## src/rtl/lccp_pkg.sv

```systemverilog
// Shared types and constants for the light cue color player.
// No dependencies.
package lccp_pkg;

    localparam logic [1:0] CMD_CLEAR  = 2'd0;
    localparam logic [1:0] CMD_APPEND = 2'd1;
    localparam logic [1:0] CMD_QUERY  = 2'd2;

    localparam int TIME_W  = 32;
    localparam int CHAN_W  = 8;
    localparam int COLOR_W = 3 * CHAN_W;
    // entry: start, duration, color, prior color, fade, sets-color
    localparam int ENTRY_W = 2 * TIME_W + 2 * COLOR_W + 2;

    typedef struct packed {
        logic [1:0]        cmd;
        logic [TIME_W-1:0] time_ms;
        logic [TIME_W-1:0] event_duration_ms;
        logic [CHAN_W-1:0] event_red;
        logic [CHAN_W-1:0] event_green;
        logic [CHAN_W-1:0] event_blue;
        logic              event_sets_color;
        logic              event_is_fade;
    } req_t;

    typedef struct packed {
        logic [CHAN_W-1:0] out_red;
        logic [CHAN_W-1:0] out_green;
        logic [CHAN_W-1:0] out_blue;
        logic              out_of_program;
    } rsp_t;

    typedef struct packed {
        logic [TIME_W-1:0]  start;
        logic [TIME_W-1:0]  dur;
        logic [COLOR_W-1:0] color;
        logic [COLOR_W-1:0] prior;
        logic               fade;
        logic               sets;
    } entry_t;

    // controller -> datapath
    typedef struct packed {
        logic clear;      // wipe list state
        logic append;     // write the captured request into the table
        logic capture;    // latch the incoming request
        logic emit;       // copy the finished result into the output register
        logic probe_eval; // evaluate read data against the query time
        logic probe_next; // advance probe index
        logic mul_start;  // load blend operands
        logic mul_step;   // form products for one channel
        logic div_start;  // start the divider on one channel
        logic ch_store;   // store divider quotient into the result
        logic load_oop;   // result is black / out of program
        logic load_plain; // result is a flat color
    } cmd_t;

    // datapath -> controller
    typedef struct packed {
        logic is_query;
        logic is_append;
        logic is_clear;
        logic oop;        // empty list or past program end
        logic hit;        // probe holds the query time
        logic probe_last; // no further probe candidates
        logic blend;      // selected event fades
        logic div_done;
        logic ch_last;    // third channel handled
    } stat_t;

endpackage

```

## src/rtl/lccp_ctrl.sv

```systemverilog
// Controller state machine sequencing append, clear, search and blend.
// Depends on lccp_pkg.
module lccp_ctrl (
    input  logic            clk,
    input  logic            rst_n,
    input  logic            in_valid,
    output logic            in_ready,
    output logic            out_valid,
    input  logic            out_ready,
    input  lccp_pkg::stat_t stat,
    output lccp_pkg::cmd_t  cmd
);
    import lccp_pkg::*;

    localparam logic [3:0] S_IDLE  = 4'd0;
    localparam logic [3:0] S_DEC   = 4'd1;
    localparam logic [3:0] S_RD    = 4'd2;
    localparam logic [3:0] S_EVAL  = 4'd3;
    localparam logic [3:0] S_SEL   = 4'd4;
    localparam logic [3:0] S_MUL   = 4'd5;
    localparam logic [3:0] S_DIV   = 4'd6;
    localparam logic [3:0] S_WAIT  = 4'd7;
    localparam logic [3:0] S_OUT   = 4'd8;

    logic [3:0] state_reg, state_next;
    logic       out_valid_reg, out_valid_next;

    always_comb
    begin
        state_next     = state_reg;
        out_valid_next = out_valid_reg;
        cmd            = '0;
        in_ready       = 1'b0;
        if (out_valid_reg && out_ready)
        begin
            out_valid_next = 1'b0;
        end
        case (state_reg)
            S_IDLE:
            begin
                in_ready = 1'b1;
                if (in_valid)
                begin
                    cmd.capture = 1'b1;
                    state_next  = S_DEC;
                end
            end
            S_DEC:
            begin
                if (stat.is_clear)
                begin
                    cmd.clear  = 1'b1;
                    state_next = S_IDLE;
                end
                else if (stat.is_append)
                begin
                    cmd.append = 1'b1;
                    state_next = S_IDLE;
                end
                else if (!stat.is_query)
                begin
                    state_next = S_IDLE;
                end
                else if (stat.oop)
                begin
                    cmd.load_oop = 1'b1;
                    state_next   = S_OUT;
                end
                else
                begin
                    state_next = S_RD;
                end
            end
            S_RD:
            begin
                state_next = S_EVAL;
            end
            S_EVAL:
            begin
                cmd.probe_eval = 1'b1;
                if (stat.hit || stat.probe_last)
                begin
                    state_next = S_SEL;
                end
                else
                begin
                    cmd.probe_next = 1'b1;
                    state_next     = S_RD;
                end
            end
            S_SEL:
            begin
                if (stat.blend)
                begin
                    cmd.mul_start = 1'b1;
                    state_next    = S_MUL;
                end
                else
                begin
                    cmd.load_plain = 1'b1;
                    state_next     = S_OUT;
                end
            end
            S_MUL:
            begin
                cmd.mul_step = 1'b1;
                state_next   = S_DIV;
            end
            S_DIV:
            begin
                cmd.div_start = 1'b1;
                state_next    = S_WAIT;
            end
            S_WAIT:
            begin
                if (stat.div_done)
                begin
                    cmd.ch_store = 1'b1;
                    state_next   = stat.ch_last ? S_OUT : S_MUL;
                end
            end
            S_OUT:
            begin
                // hold until the output register is free
                if (!out_valid_reg || out_ready)
                begin
                    cmd.emit       = 1'b1;
                    out_valid_next = 1'b1;
                    state_next     = S_IDLE;
                end
            end
            default:
            begin
                state_next = S_IDLE;
            end
        endcase
    end

    always_ff @(posedge clk or negedge rst_n)
    begin
        if (!rst_n)
        begin
            state_reg     <= S_IDLE;
            out_valid_reg <= 1'b0;
        end
        else
        begin
            state_reg     <= state_next;
            out_valid_reg <= out_valid_next;
        end
    end

    assign out_valid = out_valid_reg;
endmodule

```

## config.mk

```make
export PLATFORM = sky130hd
export DESIGN_NAME = lccp_ctrl
export DESIGN_NICKNAME = d
export VERILOG_FILES = /design/src/rtl/lccp_pkg.sv /design/src/rtl/lccp_ctrl.sv
export SDC_FILE = /design/constraint.sdc
export NUM_CORES = 1
export LEC_CHECK = 0
export BUFFER_PORTS_ARGS = -buffer_cell sky130_fd_sc_hd__buf_2
export CAP_MARGIN = 30
export CORE_AREA = 3 3 40 42
export DETAILED_ROUTE_END_ITERATION = 6
export DIE_AREA = 0 0 43 45
export PLACE_DENSITY = 0.69
export SLEW_MARGIN = 30
export SYNTH_ARGS = -nofsm -noshare
export SYNTH_HDL_FRONTEND = slang
export SYNTH_SLANG_ARGS = --single-unit
export TNS_END_PERCENT = 50
```

## constraint.sdc

```tcl
create_clock -name clk -period 1.3 [get_ports clk]
set_clock_uncertainty 0.05 [all_clocks]
set_input_delay 0.13 -clock clk [delete_from_list [all_inputs] [get_ports clk]]
set_output_delay 0.13 -clock clk [all_outputs]
set_load 0.05 [all_outputs]
```

Yosys cells after proc, flatten, opt, wreduce, memory -nomap -nowiden
Cells that the tools add are included.
- equal/unequal tests: 11
- multiplexer cells: 38
- reductions and logical operators: 6
- operators with widths (cell ; number):
    4-bit 2-to-1 mux ; 9
    4-bit case mux with 9 select lines ; 1
    1-bit 2-to-1 mux ; 25
    4-bit by 3-bit == test with 1-bit output (second input constant) ; 4
    4-bit by 2-bit == test with 1-bit output (second input constant) ; 2
    2-bit != test (second input constant) ; 3
    4-bit by 1-bit == test with 1-bit output (second input constant) ; 1
    4-bit == test (second input constant) ; 1
    4-bit logical NOT ; 1
    2-bit 2-to-1 mux ; 2
    3-bit 2-to-1 mux ; 1
    3-bit AND reduction ; 1
    1-bit logical OR ; 2
    1-bit logical AND ; 1
    1-bit logical NOT ; 1
- register bits: 5
- bits of input ports: 13
- output and inout bits: 14
- word-level logic and storage cells: 57

Depth between registers and ports, before layout
Gate-level depths: netlist of run 1.
- depth in word-level cells: 5
- depth in mapped cells: 5
- depth with buffers taken out: 4

Worst setup path before layout of run 1
OpenSTA, ideal clock, no wires.
- path type: register -> output
- start: register state_reg[0]
- end: output port cmd[9] in the netlist's numbering
- data arrival time: 2.804 ns
- data required time: 1.120 ns
- slack: -1.684 ns
- stages on the path, launching flop included: 4
- buffers on the path: 1
- path through: dfrtp_1 > clkbuf_1 > nor4_1 > and2_1
- RTL lines (what ; line ; text):
    start, declared ; lccp_ctrl.sv:25 ; logic [3:0] state_reg, state_next;
    start signal, assigned ; lccp_ctrl.sv:148 ; state_reg <= state_next;
    end, declared ; lccp_ctrl.sv:11 ; output lccp_pkg::cmd_t cmd

==> results.py, run 1 <==
metrics = {
    "status": {
        "outcome": "finished, violations left",
        "violations": "setup timing",
    },
    "clocking": {
        "insertion_delay_ns": 0.25,
        "cts.sinks": 5,
        "cts_buffers": 3,
        "htree_levels": 1,
        "clockBufferDepth": 2,
        "clk_pin_slew_ns": 0.05,
        "cts_tree": "yes",
        "cts_root_buffer": "clkbuf_4",
    },
    "floorplan": {
        "die_h_um": 45,
        "die_x_um": 43,
        "fp-row-count": 13,
        "num_io_pins": 27,
        "start_util_pct": 36.2,
        "die-area_mm2": 0.00194,
        "coreArea_mm2": 0.00128,
    },
    "setup_path": {
        "r2r-start": "state_reg[1]$_DFFE_PN0P_",
        "path_class": "reg2out",
        "critPathArrivalTime_ns": 1.64,
        "end_kind": "output port",
        "slowest_delay_ns": 0.59,
        "cp_max_fo": 3,
        "crit_buf_inv": 1,
        "startpoint_type": "register",
        "path_cells": "or4b_4 > nor2_4 > and2_4 > buf_8",
        "r2r_slack_ns": -0.32,
        "critPathTopFamily": "simple AND/OR/NAND/NOR gates",
        "worstSetupStartpoint": "state_reg[2]$_DFFE_PN0P_",
        "slowest_stage": "or4b_4",
        "cp.required_ns": 1.12,
    },
    "power_and_ir_drop": {
        "clkPwrFrac_pct": 7.3,
        "leakagePower_nw": 0.508,
        "p_int_mw": 1.35,
        "p_switching_mw": 1.25,
        "swShare_pct": 47.9,
        "power_density_mw_per_mm2": 2340,
        "power_frac_seq_pct": 9.9,
        "p_comb_share_pct": 82.8,
        "ir_drop_v": 0.00142,
        "power_mw": 2.60,
    },
    "yosys": {
        "yosysSeqAreaShare_pct": 26.9,
        "synth_area_per_cell_um2": 7.63,
        "ys_types": 27,
        "yosysWarnings": 0,
        "syn-num-nets": 74,
        "synthCells": 61,
        "netlist_area_um2": 465,
        "ys_ff_latch": 5,
    },
    "sta": {
        "min_period_ns": 1.82,
        "slew-limit-headroom_pct": 80.9,
        "worst_pin_slew_ns": 0.284,
        "fin_crit_sh_pct": 140,
        "rsz0062_at_grt": "yes",
        "fin_tns_setup_ns": -5.86,
        "setup_violations": 17,
        "hold_viol": 0,
        "worst_slack_ns": -0.518,
        "finalMaxSlewViolations": 0,
        "fmax_ghz": 0.550,
    },
    "finish": {
        "area_growth_pct": 138,
        "nets": 120,
        "fin_area_mm2": 0.00111,
        "layout_common_cells": "13 x buf_2, 12 x buf_6, 11 x buf_4",
        "drive_gt1_share_pct": 67.0,
        "n_antenna_cell": 0,
        "final_common_cell": "buf_2",
        "post-route-util_pct": 86.3,
        "largest_reg_flops": 4,
    },
    "placement": {
        "portBuffers": 26,
        "routabilityCongestion": 0.749,
        "dp_hpwl_um": 989,
        "dp_slack_ns": -0.416,
        "place_area_um2": 732,
    },
    "global_routing": {
        "grt-ovfl-total": 0,
        "antenna_found_initial": 0,
        "grt_max_degree": 17,
        "grtUsageTotal_pct": 16.7,
        "grt_pass1_wl_um": 2360,
        "grt_pass1_vias": 568,
    },
    "worst_hold_path": {
        "worstHoldStart": "out_ready",
        "hp-class": "in2reg",
    },
    "route": {
        "routedWlPerCell_um": 18.1,
        "drt-initial-drc-count": 6,
        "via_per_inst": 5.47,
        "drc_errors": 0,
        "ant_nets": 0,
        "dr.pass1.iters": 4,
        "wl_um": 2190,
        "route.vias.total": 662,
    },
    "job": {
        "cap_violations": 0,
    },
}
[synth_stat cells]
cell type | n | share of area (%)
nor2_1 | 3 | 2.4
and4bb_2 | 1 | 2.7
a211oi_1 | 1 | 1.6
nor4_4 | 1 | 4.6
nor2b_1 | 4 | 5.4
nand2_1 | 6 | 4.8
nor3b_1 | 2 | 3.2
nor3_1 | 5 | 5.4
o21ai_0 | 3 | 3.2
and2_1 | 2 | 2.7
a21boi_0 | 1 | 1.6
nor4_1 | 4 | 5.4
o31ai_1 | 1 | 1.6
dfrtp_1 | 5 | 27
and4b_1 | 1 | 2.2
or2b_1 | 1 | 1.6
nand2b_1 | 2 | 2.7
or4b_4 | 1 | 3.0
or2_2 | 1 | 1.3
clkbuf_1 | 4 | 3.2
or3_1 | 2 | 2.7
nand3_1 | 1 | 1.1
a21o_1 | 2 | 3.2
o21ai_1 | 1 | 1.1
a21oi_1 | 2 | 2.2
and3_1 | 2 | 2.7
inv_1 | 2 | 1.6
[metal layers]
layer | vias to the layer above | global-route usage (%) | part of all wire [%]
li1 | 316 | - | -
met2 | 26 | 27.8 | 52
met1 | 312 | 20.0 | 39
met4 | 0 | 10.8 | 3.9
met5 | - | 0 | 0
met3 | 8 | 2.79 | 4.8
[cell type report]
type / instances / area [µm²]
multi-input combinational: 50 / 488
timing repair buffer: 45 / 443
fill: 59 / 176
sequential: 5 / 125
clock buffer: 4 / 26.3
tap: 15 / 18.8
inverter: 2 / 7.51
[repair_timing]
item,CTS,global route
setup buffers,2,10
cloned,0,1
endpoints found under the setup margin,17,17
hold buffers,1,0
endpoints found under the hold margin,5,0
pin swaps,4,8
gates resized for setup,33,30
[final timing paths]
check | cells past startpoint | to
worst max-delay path | 4 | cmd[10]
worst min-delay path | 3 | out_valid$_DFF_PN0_
worst max register to register | 7 | state_reg[3]$_DFFE_PN0P_
worst min register to register | 2 | out_valid$_DFF_PN0_
max in group asynchronous | 2 | state_reg[1]$_DFFE_PN0P_
min in group asynchronous | 2 | state_reg[0]$_DFFE_PN0P_
[logic make-up after synthesis]
logic type             Yosys count  synth area share (%)
AO/OA/AOI/OAI                   11                  14.5
buffers and inverters            6                  4.84
flip-flops                       5                  26.9
AND/OR/NAND/NOR                 39                  53.8
[worst min-delay path: cells and delay by family]
kind	cells	cell delay, ns
buf+inv	1	0.07
simple gates	2	0.19
[power by group through the flow]
stage	Combinational (mW)	Clock [mW]	Sequential, mW
floorplan	0.985	0	0.287
global placement	1.27	0	0.238
detailed placement	1.28	0	0.238
CTS	1.49	0.179	0.246
global route	2.27	0.193	0.265
finish	2.15	0.189	0.258
[through the flow]
step | hold WS, ns | instances
after floorplan | -0.216 | 61
final | 0.138 | 121
after global placement | -0.106 | 105
after detailed placement | -0.106 | 105
after global routing | 0.176 | 121
after CTS | 0.126 | 111
Power figures use the tool's default switching activity.
==> run 2: changes to the inputs <==
ABC_AREA = 1   (was default)
CELL_PAD_IN_SITES_DETAIL_PLACEMENT = 0   (was default)
CELL_PAD_IN_SITES_GLOBAL_PLACEMENT = 2   (was default)
CORE_AREA = default   (was 3 3 40 42)
CORE_MARGIN = 2   (was default)
CORE_UTILIZATION = 18   (was default)
DIE_AREA = default   (was 0 0 43 45)
PLACE_DENSITY = 0.73   (was 0.69)
==> results.py, run 2 <==
metrics = {
    "placement": {
        "dp_hpwl_um": 1200,
        "routabilityCongestion": 0.774,
        "dp_slack_ns": -0.0661,
        "portBuffers": 26,
        "place_area_um2": 806,
    },
    "route": {
        "dr_wl_met3_um": 67,
        "via_per_inst": 4.08,
        "drc_errors": 0,
        "wl_um": 1500,
        "route.vias.total": 636,
        "drt-met1-wl_um": 665,
        "dr_wl_met2_um": 739,
        "highest_layer": "met4",
        "dr.pass1.iters": 2,
        "ant_nets": 0,
        "routedWlPerCell_um": 9.60,
        "drt-initial-drc-count": 17,
    },
    "setup_path": {
        "path_class": "reg2out",
        "cp.required_ns": 1.12,
        "r2r_cells": 7,
        "r2r_slack_ns": -0.05,
        "startpoint_type": "register",
        "end_kind": "output port",
        "r2r-start": "state_reg[0]$_DFFE_PN0P_",
        "cp_max_fo": 3,
        "critPathArrivalTime_ns": 1.30,
        "rr_endpoint": "state_reg[1]$_DFFE_PN0P_",
    },
    "power_and_ir_drop": {
        "power_mw": 2.16,
        "leakagePower_nw": 0.521,
        "power_density_mw_per_mm2": 2100,
        "ir_drop_v": 0.00160,
    },
    "worst_hold_path": {
        "hp-class": "in2reg",
        "hold-path-endpoint": "out_valid$_DFF_PN0_",
        "worstHoldStart": "out_ready",
        "whs_path_depth": 2,
    },
    "finish": {
        "layout_common_cells": "15 x buf_4, 13 x buf_2, 13 x buf_6",
        "final_common_cell": "buf_4",
        "largest_reg_flops": 4,
        "area_growth_pct": 114,
        "fin_area_mm2": 0.00103,
        "drive_gt1_share_pct": 63.5,
        "n_antenna_cell": 0,
        "nets": 140,
    },
    "clocking": {
        "cts_buffers": 3,
        "clk_pin_slew_ns": 0.04,
        "htree_levels": 1,
        "cts.sinks": 5,
        "insertion_delay_ns": 0.24,
        "clockBufferDepth": 2,
        "cts_tree": "yes",
        "cts_root_buffer": "clkbuf_4",
    },
    "sta": {
        "hold_viol": 0,
        "rsz0062_at_grt": "yes",
        "fin_hold_ws_ns": 0.0339,
        "min_period_ns": 1.48,
        "slew-limit-headroom_pct": 84.4,
        "fin_tns_setup_ns": -1.86,
        "worst_slack_ns": -0.183,
        "setup_violations": 17,
        "worst_pin_slew_ns": 0.232,
        "finalMaxSlewViolations": 0,
        "fmax_ghz": 0.674,
        "fin_crit_sh_pct": 114,
    },
    "yosys": {
        "synth_edf_count": 0,
        "netlist_area_um2": 482,
        "syn-num-nets": 91,
        "synthMuxAreaShare_pct": 0,
        "synthTopCellsByCount": "15 x nand2_1, 14 x inv_1, 11 x nor2_1",
        "netlist_top_cells_area": "dfrtp_1 26%, nand2_1 12%, inv_1 11%",
        "yosys.area.top_type": "dfrtp_1",
        "ys_types": 17,
        "async_flop_share_pct": 100,
        "ys_ff_latch": 5,
        "ys.flop_type": "dfrtp_1",
        "synth_top_family_by_area": "simple AND/OR/NAND/NOR gates",
        "yosysSeqAreaShare_pct": 26.0,
        "synthAdderAreaFrac_pct": 0,
        "synthSimpleGateAreaFrac_pct": 51.7,
        "synth_top_area_share_pct": 26.0,
        "yosysWarnings": 0,
        "synth_compound_area_share_pct": 6.75,
        "yosysMostFrequentCell": "nand2_1",
        "synth_area_per_cell_um2": 6.18,
        "synthCells": 78,
        "synth_xor_area_share_pct": 0,
    },
    "global_routing": {
        "grt_max_degree": 7,
        "grt_pass1_wl_um": 2460,
        "grt-ovfl-total": 0,
        "antenna_found_initial": 0,
        "grtUsageTotal_pct": 9.95,
        "grt_pass1_vias": 613,
    },
    "floorplan": {
        "start_util_pct": 19.3,
        "num_io_pins": 27,
        "die-area_mm2": 0.00311,
        "fp-row-count": 18,
        "die_x_um": 55.7,
        "coreArea_mm2": 0.00250,
        "die_h_um": 55.7,
    },
    "status": {
        "violations": "setup timing",
        "outcome": "finished, violations left",
    },
    "job": {
        "cap_violations": 0,
    },
}
==> run 2: cell types whose count changed in the layout (fill, tap and decap cells not counted), moves of 5 or more <==
cell	delta
inv_2	+6
nor2_4	+5
nand2_2	+5
nand2_1	+7
inv_1	+9
==> run 2: layer usage <==
metal | global-route usage, % | vias to the layer above
met1 | 12.4 | 275
met3 | 0.233 | 3
met4 | 6.27 | 0
met5 | 0 | -
met2 | 16.8 | 20
li1 | - | 338
==> run 2: cell families (layout without fill, tap and decap cells) <==
kind of cell           Yosys count  count (layout)
AOI/OAI and AO/OA                5               5
and+or+nand+nor                 49              49
DFF                              5               5
buffers and inverters           19              67
==> run 2: worst max path at each step <==
stage	end	slack, ns	startpoint	cells past startpoint
finish	cmd[10]	-0.18	state_reg[3]$_DFFE_PN0P_	6
CTS	cmd[9]	-0.19	state_reg[1]$_DFFE_PN0P_	4
detailed placement	cmd[10]	-0.07	state_reg[3]$_DFFE_PN0P_	6
floorplan	cmd[10]	-0.12	state_reg[1]$_DFFE_PN0P_	5
global route	cmd[8]	-0.23	state_reg[0]$_DFFE_PN0P_	4
global placement	cmd[10]	-0.06	state_reg[3]$_DFFE_PN0P_	6
==> run 2: area by class of cell <==
cell class,instances,area (µm²)
inverters,18,71.3
repair buffers,45,379
well taps,30,37.5
clock buffers,4,26.3
multi-input cells,54,387
fillers,274,1470
flip-flops and latches,5,128
==> run 2: through the flow <==
| stage | cells | util (%) |
|---|---|---|
| 2_1_floorplan | 78 | - |
| 3_3_place_gp | 145 | 32.2 |
| 3_5_place_dp | 145 | 32.2 |
| 4_1_cts | 151 | 37.2 |
| 5_1_grt | 156 | 41.1 |
| 6_report | 156 | 41.1 |
==> run 2: power breakdown <==
group	switching [mW]	internal, mW
registers	0.0805	0.213
clock network	0.0658	0.116
logic	0.988	0.696
==> run 2: repair_timing <==
item | CTS | global route
endpoints found under the hold margin | 5 | 0
pin swaps | 3 | 8
endpoints found under the setup margin | 13 | 17
setup buffers | 1 | 5
hold buffers | 1 | 0
resized for setup | 27 | 15
==> run 2: worst max-delay path, cell delays in order, from the launching register on <==
cell     delay, ns
dfrtp_1       0.38
inv_2         0.09
nand2_4       0.09
nor2_4        0.14
inv_2         0.07
nor3_4        0.11
buf_6         0.18
==> run 3: changes to the inputs <==
ABC_AREA = default   (was 1)
CORE_UTILIZATION = 19   (was 18)
PLACE_DENSITY = 0.72   (was 0.73)
==> results.py, run 3 (synthesized netlist as in run 1, its figures left out) <==
metrics = {
    "status": {
        "outcome": "finished, violations left",
        "violations": "setup timing",
    },
    "power_and_ir_drop": {
        "power_density_mw_per_mm2": 2250,
        "clkPwrFrac_pct": 6.6,
        "p_switching_mw": 1.21,
        "p_comb_share_pct": 83.9,
        "swShare_pct": 45.2,
        "p_int_mw": 1.46,
        "leakagePower_nw": 0.555,
        "ir_drop_v": 0.00114,
        "power_mw": 2.66,
        "power_frac_seq_pct": 9.5,
    },
    "route": {
        "via_per_inst": 4.66,
        "highest_layer": "met3",
        "drt-met1-wl_um": 676,
        "dr.pass1.iters": 2,
        "dr_wl_met2_um": 952,
        "routedWlPerCell_um": 11.9,
        "drt-initial-drc-count": 5,
        "ant_nets": 0,
        "drc_errors": 0,
        "dr_wl_met3_um": 31,
        "wl_um": 1660,
        "route.vias.total": 653,
    },
    "setup_path": {
        "startpoint_type": "register",
        "r2r_cells": 5,
        "r2r-start": "state_reg[2]$_DFFE_PN0P_",
        "worstSetupStartpoint": "state_reg[2]$_DFFE_PN0P_",
        "end_kind": "output port",
        "cp_max_fo": 3,
        "path_class": "reg2out",
        "critPathArrivalTime_ns": 1.61,
        "cp.required_ns": 1.12,
    },
    "finish": {
        "largest_reg_flops": 4,
        "layout_common_cells": "15 x buf_6, 15 x buf_4, 13 x buf_2",
        "area_growth_pct": 154,
        "nFillCells": 210,
        "nets": 126,
        "drive_gt1_share_pct": 70.5,
        "n_antenna_cell": 0,
        "fin_area_mm2": 0.00118,
        "multi_input_comb_area_um2": 504,
        "seq_area_um2": 125,
    },
    "floorplan": {
        "fp-row-count": 17,
        "die-area_mm2": 0.00286,
        "die_x_um": 53.5,
        "coreArea_mm2": 0.00225,
        "num_io_pins": 27,
        "start_util_pct": 20.6,
        "die_h_um": 53.5,
    },
    "global_routing": {
        "grtUsageTotal_pct": 12.2,
        "grt_pass1_vias": 601,
        "antenna_found_initial": 0,
        "grt-ovfl-total": 0,
        "grt_max_degree": 13,
        "grt_pass1_wl_um": 2550,
    },
    "worst_hold_path": {
        "whs_path_depth": 3,
        "hp-class": "in2reg",
        "worstHoldStart": "out_ready",
    },
    "clocking": {
        "cts_tree": "yes",
        "clk_pin_slew_ns": 0.04,
        "insertion_delay_ns": 0.24,
        "cts.sinks": 5,
        "clockBufferDepth": 2,
        "cts_buffers": 3,
        "htree_levels": 1,
        "cts_root_buffer": "clkbuf_4",
    },
    "job": {
        "cap_violations": 0,
    },
    "sta": {
        "rsz0062_at_grt": "yes",
        "setup_violations": 17,
        "finalMaxSlewViolations": 0,
        "min_period_ns": 1.79,
        "fin_crit_sh_pct": 138,
        "worst_slack_ns": -0.490,
        "slew-limit-headroom_pct": 82.5,
        "hold_viol": 0,
        "worst_pin_slew_ns": 0.261,
        "fin_hold_ws_ns": 0.157,
        "fmax_ghz": 0.559,
        "fin_tns_setup_ns": -5.13,
    },
    "placement": {
        "place_area_um2": 756,
        "portBuffers": 26,
        "dp_hpwl_um": 1120,
        "routabilityCongestion": 0.690,
    },
}
run 3: layer usage:
layer	vias up	global-route usage, %
met2	8	21.6
met5	-	0
met4	0	5.13
met3	0	0.847
met1	320	14.8
li1	325	-
run 3: final timing paths:
path,to,slack (ns)
worst max-delay path,cmd[1],-0.49
worst min-delay path,out_valid$_DFF_PN0_,0.16
worst max register to register,state_reg[3]$_DFFE_PN0P_,-0.28
worst min register to register,out_valid$_DFF_PN0_,0.50
min in group asynchronous,out_valid$_DFF_PN0_,0.18
max in group asynchronous,state_reg[1]$_DFFE_PN0P_,0.89
run 3: cell type report:
class	count	area share (%)
Inverter	2	0.635
Clock buffer	4	2.22
Timing Repair Buffer	51	41.0
Sequential cell	5	10.6
Tap cell	28	2.96
Multi-Input combinational cell	50	42.6
run 3: what timing repair did:
action | in CTS | in global routing
hold buffers | 1 | 0
pin swaps | 9 | 8
hold endpoints to repair | 5 | 0
setup buffers | 11 | 6
cloned | 1 | 0
resized for setup | 51 | 16
setup endpoints to repair | 17 | 17
run 3: power by group through the flow:
stage	clock network [mW]	logic, mW	registers, mW
6_report	0.177	2.23	0.252
5_1_grt	0.201	2.37	0.254
4_1_cts	0.184	2.01	0.251
3_5_place_dp	0	1.33	0.243
3_3_place_gp	0	1.33	0.238
2_1_floorplan	0	0.985	0.287
run 3: worst max-delay path, stage by stage, from the launching register on:
cell     delay, ns
dfrtp_1       0.38
or4b_4        0.59
nor4_4        0.20
buf_6         0.20
run 3: metrics by stage:
stage	utilization (%)	instances	setup slack, ns
after global placement	33.5	119	-0.389
after global routing	52.4	140	-0.560
after detailed placement	33.5	119	-0.430
final	52.4	140	-0.490
after floorplan	-	61	-0.662
after CTS	47.6	135	-0.497
